**src/sv/lowest_free_slot_id_allocator_unit_macros.svh**
```systemverilog
// ----------------------------------------------------------------------------
// Assertion macros for the lowest free slot ID allocator
// Same-cycle and next-cycle implication checks, clocked on clk and
// disabled while rst_n is low.
// ----------------------------------------------------------------------------
`ifndef LOWEST_FREE_SLOT_ID_ALLOCATOR_UNIT_MACROS_SVH
`define LOWEST_FREE_SLOT_ID_ALLOCATOR_UNIT_MACROS_SVH

`ifndef NO_ASSERTIONS

// antecedent implies consequent in the same cycle
`define LFSA_ASSERT_SAME(label, ante, cons, msg) \
    label: assert property (@(posedge clk) disable iff (!rst_n) (ante) |-> (cons)) \
        else $error(msg);

// antecedent implies consequent in the next cycle
`define LFSA_ASSERT_NEXT(label, ante, cons, msg) \
    label: assert property (@(posedge clk) disable iff (!rst_n) (ante) |=> (cons)) \
        else $error(msg);

`else

`define LFSA_ASSERT_SAME(label, ante, cons, msg)
`define LFSA_ASSERT_NEXT(label, ante, cons, msg)

`endif

`endif

```
**src/sv/lfsa_pkg.sv**
```systemverilog
// ----------------------------------------------------------------------------
// lfsa_pkg
// Shared widths, status codes, request codes and sequencer states of the
// lowest free slot ID allocator.
// ----------------------------------------------------------------------------
package lfsa_pkg;

    // defaults for the top level parameters
    localparam int SLOT_COUNT_DEF  = 64;
    localparam int HANDLE_BITS_DEF = 32;

    // fixed word field widths
    localparam int HANDLE_W  = 32;
    localparam int SLOT_ID_W = 6;
    localparam int STATUS_W  = 2;
    localparam int LIVE_W    = 7;
    localparam int LIVE_MAX  = 127;

    // status codes
    localparam logic [STATUS_W-1:0] STATUS_OK        = 2'd0;
    localparam logic [STATUS_W-1:0] STATUS_FULL      = 2'd1;
    localparam logic [STATUS_W-1:0] STATUS_NOT_FOUND = 2'd2;
    localparam logic [STATUS_W-1:0] STATUS_ZERO      = 2'd3;

    // request codes
    localparam logic ACT_CREATE = 1'b0;
    localparam logic ACT_DELETE = 1'b1;

    // sequencer states
    typedef enum logic [1:0] {
        S_CLEAR,
        S_IDLE,
        S_SCAN,
        S_DONE
    } lfsa_state_t;

endpackage

```
**src/sv/lfsa_req_if.sv**
```systemverilog
// ----------------------------------------------------------------------------
// lfsa_req_if
// Request channel: create or delete word with its object handle.
// ----------------------------------------------------------------------------
interface lfsa_req_if import lfsa_pkg::*; ();

    logic                valid;
    logic                ready;
    logic                action;
    logic [HANDLE_W-1:0] handle;

    modport source (output valid, output action, output handle, input ready);
    modport sink   (input valid, input action, input handle, output ready);

endinterface

```
**src/sv/lfsa_rsp_if.sv**
```systemverilog
// ----------------------------------------------------------------------------
// lfsa_rsp_if
// Response channel: slot number, status and live count for each request.
// ----------------------------------------------------------------------------
interface lfsa_rsp_if import lfsa_pkg::*; ();

    logic                 valid;
    logic                 ready;
    logic [SLOT_ID_W-1:0] slot_id;
    logic [STATUS_W-1:0]  status;
    logic [LIVE_W-1:0]    live_count;

    modport source (output valid, output slot_id, output status, output live_count,
                    input ready);
    modport sink   (input valid, input slot_id, input status, input live_count,
                    output ready);

endinterface

```
**src/sv/lfsa_slot_mem.sv**
```systemverilog
// ----------------------------------------------------------------------------
// lfsa_slot_mem
// Slot handle store: one write port and one read port with registered
// read data.
// ----------------------------------------------------------------------------
module lfsa_slot_mem import lfsa_pkg::*; #(
    parameter int SLOT_COUNT  = SLOT_COUNT_DEF,
    parameter int HANDLE_BITS = HANDLE_BITS_DEF,
    localparam int IDX_W      = $clog2(SLOT_COUNT)
) (
    input  logic                   clk,
    input  logic                   we,
    input  logic [IDX_W-1:0]       waddr,
    input  logic [HANDLE_BITS-1:0] wdata,
    input  logic                   re,
    input  logic [IDX_W-1:0]       raddr,
    output logic [HANDLE_BITS-1:0] rdata
);

    logic [HANDLE_BITS-1:0] mem [SLOT_COUNT];
    logic [HANDLE_BITS-1:0] rdata_reg;

    // write port
    always_ff @(posedge clk)
    begin
        if (we)
        begin
            mem[waddr] <= wdata;
        end
    end

    // read port, data registered
    always_ff @(posedge clk)
    begin
        if (re)
        begin
            rdata_reg <= mem[raddr];
        end
    end

    assign rdata = rdata_reg;

endmodule

```
**src/sv/lowest_free_slot_id_allocator_unit.sv**
```systemverilog
// ----------------------------------------------------------------------------
// lowest_free_slot_id_allocator_unit
// Slot table handing out the lowest free slot number for an object handle
// on create, and freeing the lowest slot holding a handle on delete.
//
//   channel | dir | word                                | handshake
//   --------+-----+-------------------------------------+-------------
//   req     | in  | action, handle                      | valid/ready
//   rsp     | out | slot_id, status, live_count         | valid/ready
//
// One slot is compared per cycle with a single comparator. A request scans
// from slot 0 and stops at the first hit or after the last slot; a zero
// handle skips the scan. After reset the table is cleared one slot a cycle,
// with req.ready low. A new request is taken while the previous response
// word still waits in the output register; a stalled rsp holds the next
// result in the sequencer until the output register frees.
// ----------------------------------------------------------------------------
`include "lowest_free_slot_id_allocator_unit_macros.svh"

module lowest_free_slot_id_allocator_unit import lfsa_pkg::*; #(
    parameter int SLOT_COUNT  = SLOT_COUNT_DEF,
    parameter int HANDLE_BITS = HANDLE_BITS_DEF
) (
    input  logic         clk,
    input  logic         rst_n,
    lfsa_req_if.sink     req,
    lfsa_rsp_if.source   rsp
);

    localparam int IDX_W = $clog2(SLOT_COUNT);
    localparam int CNT_W = $clog2(SLOT_COUNT + 1);
    localparam logic [IDX_W-1:0] IDX_LAST = IDX_W'(SLOT_COUNT - 1);

    lfsa_state_t state_reg, state_next;

    logic [IDX_W-1:0]       idx_reg, idx_next;
    logic                   issue_done_reg, issue_done_next;
    logic                   rd_valid_reg, rd_valid_next;
    logic [IDX_W-1:0]       rd_idx_reg, rd_idx_next;
    logic                   action_reg, action_next;
    logic [HANDLE_BITS-1:0] key_reg, key_next;
    logic [IDX_W-1:0]       slot_reg, slot_next;
    logic [STATUS_W-1:0]    status_reg, status_next;
    logic [CNT_W-1:0]       count_reg, count_next;
    logic                   out_valid_reg, out_valid_next;
    logic [SLOT_ID_W-1:0]   out_slot_reg, out_slot_next;
    logic [STATUS_W-1:0]    out_status_reg, out_status_next;
    logic [LIVE_W-1:0]      out_live_reg, out_live_next;

    logic                   in_accept;
    logic [HANDLE_BITS-1:0] in_key;
    logic                   issue_en;
    logic [HANDLE_BITS-1:0] rd_data;
    logic [HANDLE_BITS-1:0] cmp_target;
    logic                   cmp_hit;
    logic                   cmp_last;
    logic                   scan_finish;
    logic                   out_load;
    logic [LIVE_W-1:0]      live_sat;

    logic                   mem_we;
    logic [IDX_W-1:0]       mem_waddr;
    logic [HANDLE_BITS-1:0] mem_wdata;

    // handshakes and handle key
    assign req.ready = (state_reg == S_IDLE);
    assign in_accept = req.valid && req.ready;
    assign in_key    = HANDLE_BITS'(req.handle);

    // shared comparator: empty slot on create, matching handle on delete
    assign cmp_target  = (action_reg == ACT_DELETE) ? key_reg : '0;
    assign cmp_hit     = rd_valid_reg && (rd_data == cmp_target);
    assign cmp_last    = rd_valid_reg && (rd_idx_reg == IDX_LAST);
    assign scan_finish = (state_reg == S_SCAN) && (cmp_hit || cmp_last);
    assign issue_en    = (state_reg == S_SCAN) && !issue_done_reg && !scan_finish;

    // output register loads once the previous word has gone
    assign out_load = (state_reg == S_DONE) && (!out_valid_reg || rsp.ready);

    // live count saturated to the word field
    assign live_sat = (32'(count_reg) > 32'(LIVE_MAX)) ? LIVE_W'(LIVE_MAX)
                                                      : LIVE_W'(count_reg);

    // slot store
    lfsa_slot_mem #(
        .SLOT_COUNT  (SLOT_COUNT),
        .HANDLE_BITS (HANDLE_BITS)
    ) u_slot_mem (
        .clk   (clk),
        .we    (mem_we),
        .waddr (mem_waddr),
        .wdata (mem_wdata),
        .re    (issue_en),
        .raddr (idx_reg),
        .rdata (rd_data)
    );

    // next state
    always_comb
    begin
        state_next = state_reg;
        case (state_reg)
            S_CLEAR:
            begin
                if (idx_reg == IDX_LAST)
                begin
                    state_next = S_IDLE;
                end
            end
            S_IDLE:
            begin
                if (in_accept)
                begin
                    state_next = (in_key == '0) ? S_DONE : S_SCAN;
                end
            end
            S_SCAN:
            begin
                if (scan_finish)
                begin
                    state_next = S_DONE;
                end
            end
            S_DONE:
            begin
                if (out_load)
                begin
                    state_next = S_IDLE;
                end
            end
            default:
            begin
                state_next = S_CLEAR;
            end
        endcase
    end

    // datapath and store control
    always_comb
    begin
        idx_next        = idx_reg;
        issue_done_next = issue_done_reg;
        rd_valid_next   = issue_en;
        rd_idx_next     = idx_reg;
        action_next     = action_reg;
        key_next        = key_reg;
        slot_next       = slot_reg;
        status_next     = status_reg;
        count_next      = count_reg;
        out_valid_next  = out_valid_reg && !rsp.ready;
        out_slot_next   = out_slot_reg;
        out_status_next = out_status_reg;
        out_live_next   = out_live_reg;
        mem_we          = 1'b0;
        mem_waddr       = rd_idx_reg;
        mem_wdata       = '0;

        case (state_reg)
            S_CLEAR:
            begin
                mem_we    = 1'b1;
                mem_waddr = idx_reg;
                idx_next  = idx_reg + 1'b1;
            end
            S_IDLE:
            begin
                if (in_accept)
                begin
                    idx_next        = '0;
                    issue_done_next = 1'b0;
                    action_next     = req.action;
                    key_next        = in_key;
                    slot_next       = '0;
                    status_next     = (in_key == '0) ? STATUS_ZERO : STATUS_OK;
                end
            end
            S_SCAN:
            begin
                // issue the next read
                if (issue_en)
                begin
                    idx_next = idx_reg + 1'b1;
                    if (idx_reg == IDX_LAST)
                    begin
                        issue_done_next = 1'b1;
                    end
                end
                // resolve the compared slot
                if (cmp_hit)
                begin
                    mem_we    = 1'b1;
                    mem_waddr = rd_idx_reg;
                    mem_wdata = (action_reg == ACT_DELETE) ? '0 : key_reg;
                    slot_next = rd_idx_reg;
                    if (action_reg == ACT_DELETE)
                    begin
                        if (count_reg != '0)
                        begin
                            count_next = count_reg - 1'b1;
                        end
                    end
                    else
                    begin
                        count_next = count_reg + 1'b1;
                    end
                end
                else if (cmp_last)
                begin
                    status_next = (action_reg == ACT_DELETE) ? STATUS_NOT_FOUND
                                                             : STATUS_FULL;
                end
            end
            S_DONE:
            begin
                if (out_load)
                begin
                    out_valid_next  = 1'b1;
                    out_slot_next   = (status_reg == STATUS_OK) ? SLOT_ID_W'(slot_reg) : '0;
                    out_status_next = status_reg;
                    out_live_next   = live_sat;
                end
            end
            default:
            begin
                rd_valid_next = 1'b0;
            end
        endcase
    end

    // control registers
    always_ff @(posedge clk or negedge rst_n)
    begin
        if (!rst_n)
        begin
            state_reg      <= S_CLEAR;
            idx_reg        <= '0;
            issue_done_reg <= 1'b0;
            rd_valid_reg   <= 1'b0;
            count_reg      <= '0;
            out_valid_reg  <= 1'b0;
        end
        else
        begin
            state_reg      <= state_next;
            idx_reg        <= idx_next;
            issue_done_reg <= issue_done_next;
            rd_valid_reg   <= rd_valid_next;
            count_reg      <= count_next;
            out_valid_reg  <= out_valid_next;
        end
    end

    // payload registers
    always_ff @(posedge clk)
    begin
        rd_idx_reg     <= rd_idx_next;
        action_reg     <= action_next;
        key_reg        <= key_next;
        slot_reg       <= slot_next;
        status_reg     <= status_next;
        out_slot_reg   <= out_slot_next;
        out_status_reg <= out_status_next;
        out_live_reg   <= out_live_next;
    end

    // response word
    assign rsp.valid      = out_valid_reg;
    assign rsp.slot_id    = out_slot_reg;
    assign rsp.status     = out_status_reg;
    assign rsp.live_count = out_live_reg;

    // checks
    `LFSA_ASSERT_SAME(a_count_bound, 1'b1, 32'(count_reg) <= SLOT_COUNT, "live count above table size")
    `LFSA_ASSERT_SAME(a_slot_zero_on_fail, rsp.valid && (rsp.status != STATUS_OK), rsp.slot_id == '0, "slot_id not zero on failed request")
    `LFSA_ASSERT_NEXT(a_zero_key_skips_scan, in_accept && (in_key == '0), state_reg == S_DONE, "zero handle entered the scan")
    `LFSA_ASSERT_NEXT(a_no_write_when_idle, state_reg == S_IDLE, $stable(count_reg), "live count moved outside a scan")

endmodule

```
**src/flat_wrapper.sv**
```systemverilog
// flat-port wrapper written by rule: the top's interface ports become plain ports
module lowest_free_slot_id_allocator_unit_flat import lfsa_pkg::*;
#(
    parameter int SLOT_COUNT  = SLOT_COUNT_DEF,
    parameter int HANDLE_BITS = HANDLE_BITS_DEF
)
  (clk, rst_n, req_valid, req_action, req_handle, req_ready, rsp_valid, rsp_slot_id, rsp_status, rsp_live_count, rsp_ready);
  lfsa_req_if req_i ();
  lfsa_rsp_if rsp_i ();
  input  logic clk;
  input  logic rst_n;
  input wire logic [$bits(req_i.valid)-1:0] req_valid;
  input wire logic [$bits(req_i.action)-1:0] req_action;
  input wire logic [$bits(req_i.handle)-1:0] req_handle;
  output wire logic [$bits(req_i.ready)-1:0] req_ready;
  output wire logic [$bits(rsp_i.valid)-1:0] rsp_valid;
  output wire logic [$bits(rsp_i.slot_id)-1:0] rsp_slot_id;
  output wire logic [$bits(rsp_i.status)-1:0] rsp_status;
  output wire logic [$bits(rsp_i.live_count)-1:0] rsp_live_count;
  input wire logic [$bits(rsp_i.ready)-1:0] rsp_ready;
  assign req_i.valid = req_valid;
  assign req_i.action = req_action;
  assign req_i.handle = req_handle;
  assign req_ready = req_i.ready;
  assign rsp_valid = rsp_i.valid;
  assign rsp_slot_id = rsp_i.slot_id;
  assign rsp_status = rsp_i.status;
  assign rsp_live_count = rsp_i.live_count;
  assign rsp_i.ready = rsp_ready;
  lowest_free_slot_id_allocator_unit #(.SLOT_COUNT(SLOT_COUNT), .HANDLE_BITS(HANDLE_BITS)) u_core (.clk(clk), .rst_n(rst_n), .req(req_i), .rsp(rsp_i));
endmodule
```
**config.mk**
```make
export PLATFORM = sky130hd
export DESIGN_NAME = lowest_free_slot_id_allocator_unit_flat
export DESIGN_NICKNAME = d
export VERILOG_FILES = /design/src/sv/lfsa_pkg.sv /design/src/sv/lfsa_req_if.sv /design/src/sv/lfsa_rsp_if.sv /design/src/sv/lfsa_slot_mem.sv /design/src/sv/lowest_free_slot_id_allocator_unit.sv /design/src/flat_wrapper.sv
export VERILOG_INCLUDE_DIRS = /design/src /design/src/sv
export SDC_FILE = /design/constraint.sdc
export NUM_CORES = 2
export LEC_CHECK = 0
export BUFFER_PORTS_ARGS = -buffer_cell sky130_fd_sc_hd__buf_2
export CAP_MARGIN = 15
export CELL_PAD_IN_SITES_DETAIL_PLACEMENT = 0
export CELL_PAD_IN_SITES_GLOBAL_PLACEMENT = 1
export CORE_ASPECT_RATIO = 0.5
export CORE_MARGIN = 3
export CORE_UTILIZATION = 40
export CTS_CLUSTER_DIAMETER = 120
export DETAILED_ROUTE_END_ITERATION = 12
export PLACE_DENSITY_LB_ADDON = 0.1
export RECOVER_POWER = 100
export SYNTH_ARGS = -nofsm -noshare
export SYNTH_HDL_FRONTEND = slang
export SYNTH_SLANG_ARGS = --single-unit
```
**constraint.sdc**
```tcl
create_clock -name clk -period 5.6 [get_ports clk]
set_clock_uncertainty 0.15 [all_clocks]
set_input_delay 0.84 -clock clk [delete_from_list [all_inputs] [get_ports clk]]
set_output_delay 0.84 -clock clk [all_outputs]
set_load 0.01 [all_outputs]
```
== Yosys cells after proc, flatten, opt, wreduce, memory -nomap -nowiden ==
Memories as Yosys holds them, arrays and structs flattened. A register that Yosys moved wholly into a read port is not among the register bits.
Cells that the tools add are included.

* Flip-flop bits (word level): 80
* Bits in writable memories: 2048
* Input bits: 37
* Output and inout port bits: 17
* Logic and storage cells: 96
* Memories kept: 1

{| class="wikitable"
|+ Memory list
! name !! words !! width !! read ports !! clocked after memory_dff !! wr ports !! line !! text
|-
| u_core.u_slot_mem.mem || 64 || 32 || 1 || 1 || 1 || lfsa_slot_mem.sv:20 || <nowiki>logic [HANDLE_BITS-1:0] mem [SLOT_COUNT];</nowiki>
|}

* Add/subtract/negate cells: 3
* Eq/ne operators: 16
* Mux-type cells: 34
* Reduce and logical (&&, ||, !) cells: 28

{| class="wikitable"
|+ Operators with widths
! operator !! number
|-
| 32-bit 2-to-1 mux || 4
|-
| 32-bit equality test || 1
|-
| 32-bit zero test || 1
|-
| 6-bit 2-to-1 mux || 4
|-
| 2-bit 2-to-1 mux || 9
|-
| 6-bit case mux with 3 select lines || 1
|-
| 7-bit 2-to-1 mux || 2
|-
| 6-bit equality test (second input constant) || 2
|-
| 2-bit by 1-bit inequality test with 1-bit output (second input constant) || 6
|-
| 6-bit case mux with 2 select lines || 1
|-
| 4-bit AND reduction || 3
|-
| 1-bit 2-to-1 mux || 9
|-
| 3-bit AND reduction || 3
|-
| 1-bit logical AND || 8
|-
| 2-bit inequality test (second input constant) || 4
|-
| 2-bit case mux with 4 select lines || 1
|-
| 7-bit by 1-bit adder with 7-bit output (second input constant) || 1
|-
| 7-bit nonzero test || 1
|-
| 7-bit by 1-bit subtractor with 7-bit output (second input constant) || 1
|-
| 6-bit by 1-bit adder with 6-bit output (second input constant) || 1
|-
| 2-bit equality test (second input constant) || 2
|-
| 1-bit zero test || 4
|-
| 2-bit zero test || 2
|-
| 1-bit case mux with 2 select lines || 2
|-
| 6 further kinds || 8
|}

== Depth between registers and ports, before layout ==
* Depth after elaboration: 9
* Mapped depth: 11
* Depth with buffers taken out: 9

== Hierarchy ==
A second synthesis with hierarchy kept.

* Cells, all modules: 3687
* Area, all modules: 82992.1 sq um

{| class="wikitable"
|+ Modules (own cells, without submodules)
! module !! times used !! cells an instance !! area an instance (sq um)
|-
| lfsa_slot_mem || 1 || 3324 || 78835.6
|-
| lowest_free_slot_id_allocator_unit || 1 || 363 || 4156.5
|}

== Worst setup path before layout ==
No wires, ideal clock.

* Kind: reg-to-reg
* From: register u_core.action_reg
* To: memory u_core.u_slot_mem.mem[17][0] (netlist name), enable pin
* Setup time: 0.421 ns
* Arrival: 3.641 ns
* Required time: 5.029 ns
* Setup slack: 1.388 ns
* Stages on the path, launching flop included: 9
* Path buffers: 1
* Cell sequence: edfxtp_1 buf_2 nor4_1 a31oi_1 nor4_1 nand4_1 nor4_2 a31oi_1 nor2_1

* Word-level cells in the longest chain between the ends: 7

{| class="wikitable"
|+ Ends and longest elaborated chain
! element !! line !! text
|-
| start, declared || lowest_free_slot_id_allocator_unit.sv:40 || <nowiki>logic action_reg, action_next;</nowiki>
|-
| start signal, assigned || lowest_free_slot_id_allocator_unit.sv:257 || <nowiki>action_reg <= action_next;</nowiki>
|-
| 32-bit 2-to-1 mux || lowest_free_slot_id_allocator_unit.sv:71 || <nowiki>assign cmp_target = (action_reg == ACT_DELETE) ? key_reg : '0;</nowiki>
|-
| 32-bit equality test || lowest_free_slot_id_allocator_unit.sv:72 || <nowiki>assign cmp_hit = rd_valid_reg && (rd_data == cmp_target);</nowiki>
|-
| 1-bit logical AND || lowest_free_slot_id_allocator_unit.sv:72 ||
|-
| 1-bit 2-to-1 mux || lowest_free_slot_id_allocator_unit.sv:189 || <nowiki>if (cmp_hit)</nowiki>
|-
| 1-bit case mux with 2 select lines || lowest_free_slot_id_allocator_unit.sv:158 || <nowiki>case (state_reg)</nowiki>
|-
| 1-bit 2-to-1 mux || lfsa_slot_mem.sv:26 || <nowiki>if (we)</nowiki>
|-
| 1-bit 2-to-1 mux (not written as such) || lfsa_slot_mem.sv:28 || <nowiki>mem[waddr] <= wdata;</nowiki>
|-
| end, declared || lfsa_slot_mem.sv:20 ||
|}

Every way passes these cells.

== Final worst setup path ==
* From: register u_core.action_reg
* To: memory u_core.u_slot_mem.mem[45][28] (netlist name) (data pin)

* Word-level cells in the longest chain between the ends: 5

{| class="wikitable"
|+ Ends and longest elaborated chain
! element !! line !! text
|-
| 32-bit 2-to-1 mux || lowest_free_slot_id_allocator_unit.sv:71 ||
|-
| 32-bit equality test || lowest_free_slot_id_allocator_unit.sv:72 ||
|-
| 1-bit logical AND || lowest_free_slot_id_allocator_unit.sv:72 ||
|-
| 32-bit 2-to-1 mux * || lowest_free_slot_id_allocator_unit.sv:189 ||
|-
| 32-bit 2-to-1 mux * || lowest_free_slot_id_allocator_unit.sv:158 ||
|-
| named net u_core.mem_wdata[28] || lowest_free_slot_id_allocator_unit.sv:63 || <nowiki>logic [HANDLE_BITS-1:0] mem_wdata;</nowiki>
|}

The timed path passes the listed nets; every way through them passes the cells marked *.

==> metrics.yaml <==
syn2layout_area_growth_pct: 12.9
grt.total_usage_pct: 20.2
grt_start_max_net_pins: 102
relSlewSlack_pct: -80.0
cts_sinks: 2160
cpPeakStageDelay_ns: 1.31
cts_setup_buffers: 0
path_class: "reg -> reg"
antenna_found_initial: 29
port_buffers: 53
synth_common_cells: "edfxtp_1, mux4_2, clkbuf_1, nor2_1, buf_2"
cp-start-kind: "flip-flop"
synth_edf_count: 2136
r2r-start: "u_core.action_reg"
h-tree-depth: 4
maxCapViolCount: 15
period_needed_ns: 4.81
combinationalPowerShare_pct: 18.2
violations: "max-capacitance violations, max-slew violations"
critPathMaxFanout: 34
hpwl_um: 133000
final_nets: 3708
crit_buf_inv: 3
reg2reg_slack_ns: 0.79
via_per_inst: 5.77
worstMarginPinSlew_ns: 2.70
clk_latency_ns: 0.84
multi_input_area_um2: 17800
synthFlopType: "edfxtp_1"
final_util_pct: 45.7
wl_um: 215000
vias: 37800
synth_area_um2: 82900
ys_ff_latch: 2160
power_frac_clock_pct: 33.8
cts_buffers: 201
largest_reg_flops: 2048
p_leak_uw: 0.0332
clkTransAtPathRegs_ns: 0.06
finalCritPeriodShare_pct: 86.0
slew_violations: 502
grt_overflow_total: 0
status: "finished, violations left"
io_pins: 54
avgSynthCellArea_um2: 24.5
slowest_stage: "and3_1"
drive_gt1_share_pct: 30.3
detailedRoute.firstPassIterationCount: 6
power_uw: 38800
row_count: 117
power.density_nw_per_um2: 414
r2r-end: "u_core.u_slot_mem.mem[45][28]"
syn_nets: 3436
die_w_um: 650
path_common_cell: "buf_4"
die_area_um2: 213000
syn-instance-count: 3388
async_reset_ff_share_pct: 0.833
cts_resized: 0
end_kind: "flip-flop"
min_to: "u_core.key_reg[19]"
cts_tree: "yes"
fin_setup_tns_ns: 0
postRouteAntennaNets: 0
clock-root-buffer: "clkbuf_16"
power.internal_uw: 28200
fillCellCount: 16900
drcViolationCount: 0
hold_ws_ns: 0.0705
p_seq_share_pct: 48.0
peakVddDrop_v: 0.000304
rr_worst_depth: 8
core_um2: 205000
synth_seq_area_share_pct: 78.0
wire_per_inst_um: 32.8
grt_pass1_wl_um: 304000
p_sw_share_pct: 27.4
grt_pass1_vias: 38300
cp.arrival_ns: 5.31
seq_area_um2: 64700
yosys.area.top_type_share_pct: 77.4
synth_area_leaders: "edfxtp_1, mux4_2, dfrtp_1, clkbuf_1, nor2_1"
crit_required_ns: 6.10
initial_core_util_pct: 40.5
max_freq_mhz: 208
cp_cell_sequence: "buf_4, nand2_1, a2111oi_0, nand4_1, nor4_1, clkbuf_1, and3_1, buf_4"
ys.warnings.count: 0
hold_path_depth: 1
globalplace.congestion: 0.885
min-delay-path-class: "in -> reg"
first_iter_violations: 4128
die_h_um: 328
cp_top_family: "simple AND/OR/NAND/NOR gates"
yosys.area.top_type: "edfxtp_1"
max-clock-path-buffers: 4
ys_types: 53
setup_violations: 0
synth_most_common_cell: "edfxtp_1"
rsz0062_at_grt: "no"
p_sw_uw: 10700
hold_violations: 0
hp-start: "req_handle[19]"
[power groups by stage]
stage / combinational, uW / clock, uW / sequential (uW)
floorplan: 4890 / 0 / 18600
global placement: 7270 / 0 / 19000
detailed placement: 7250 / 0 / 19000
CTS: 7270 / 13500 / 18600
global route: 7480 / 14100 / 18700
finish: 7050 / 13100 / 18600
[routing by layer]
metal / GRT usage (%) / up-vias / part of all wire, %
li1: - / 15300 / -
met1: 32.0 / 21000 / 47
met2: 29.3 / 1259 / 44
met3: 3.55 / 253 / 6.9
met4: 4.10 / 4 / 2.0
met5: 0 / - / 0.019
[final cells by class]
cell class | count | share of cell area, %
well taps | 2737 | 3.66
multi-input cells | 1048 | 19.0
inverters | 14 | 0.0561
clock buffers | 238 | 5.56
clock inverters | 115 | 0.937
repair buffers | 235 | 1.68
diodes | 9 | 0.0240
flip-flops and latches | 2160 | 69.1
[worst max path at each step]
stage,slack [ns],endpoint,from,depth (start not counted)
floorplan,1.39,u_core.u_slot_mem.mem[17][0],u_core.action_reg,8
global placement,1.27,u_core.u_slot_mem.mem[31][10],u_core.action_reg,11
detailed placement,1.24,u_core.u_slot_mem.mem[38][10],u_core.action_reg,10
CTS,1.24,u_core.u_slot_mem.mem[38][5],u_core.action_reg,10
global route,0.47,u_core.u_slot_mem.mem[39][21],u_core.action_reg,8
finish,0.79,u_core.u_slot_mem.mem[45][28],u_core.action_reg,8
[kinds of logic after synthesis]
family / after synthesis / synth area share (%)
AOI/OAI and AO/OA: 62 / 0.534
DFF: 2160 / 78.0
buffers and inverters: 180 / 0.911
and+or+nand+nor: 277 / 1.78
muxes: 683 / 18.4
xor gates and xnor gates: 15 / 0.158
adders and majority gates: 11 / 0.175
[what timing repair did]
item / in CTS / in global routing
hold buffers: 1 / 0
setup endpoints to repair: 0 / 0
endpoints found under the hold margin: 18 / 0
[cells in the final DEF (no fill, tap or decap), types with 9 or more instances in the layout]
master	count
edfxtp_1	2136
mux4_2	672
clkbuf_16	203
clkbuf_1	117
buf_4	91
clkinv_1	54
nor2_1	47
clkbuf_2	40
nand2b_1	37
nor2_4	37
clkinv_2	34
and3_1	27
nand2_1	24
nor4_1	18
buf_12	18
dfrtp_1	15
inv_1	14
nand4_1	13
and2_0	13
bufinv_16	13
nor3_1	12
nand3_1	11
xnor2_1	10
a31oi_1	10
ha_1	10
diode_2	9
[worst reg2reg max path, delay by kind of cell, from the launching register on]
| family | cells | cell delay (ns) |
|---|---|---|
| AOI/OAI and AO/OA | 1 | 0.83 |
| buffers and inverters | 3 | 1.22 |
| and+or+nand+nor | 4 | 2.09 |
| DFF | 1 | 0.35 |
[per-stage QoR]
step / instances / setup WS, ns / area [um2]
after floorplan: 3388 / 1.39 / 82900
after global placement: 6193 / 1.27 / 88100
after detailed placement: 6193 / 1.24 / 88100
after CTS: 6547 / 1.24 / 94200
after global routing: 6547 / 0.474 / 93600
final: 6556 / 0.786 / 93600
Power figures use the tool's default switching activity.
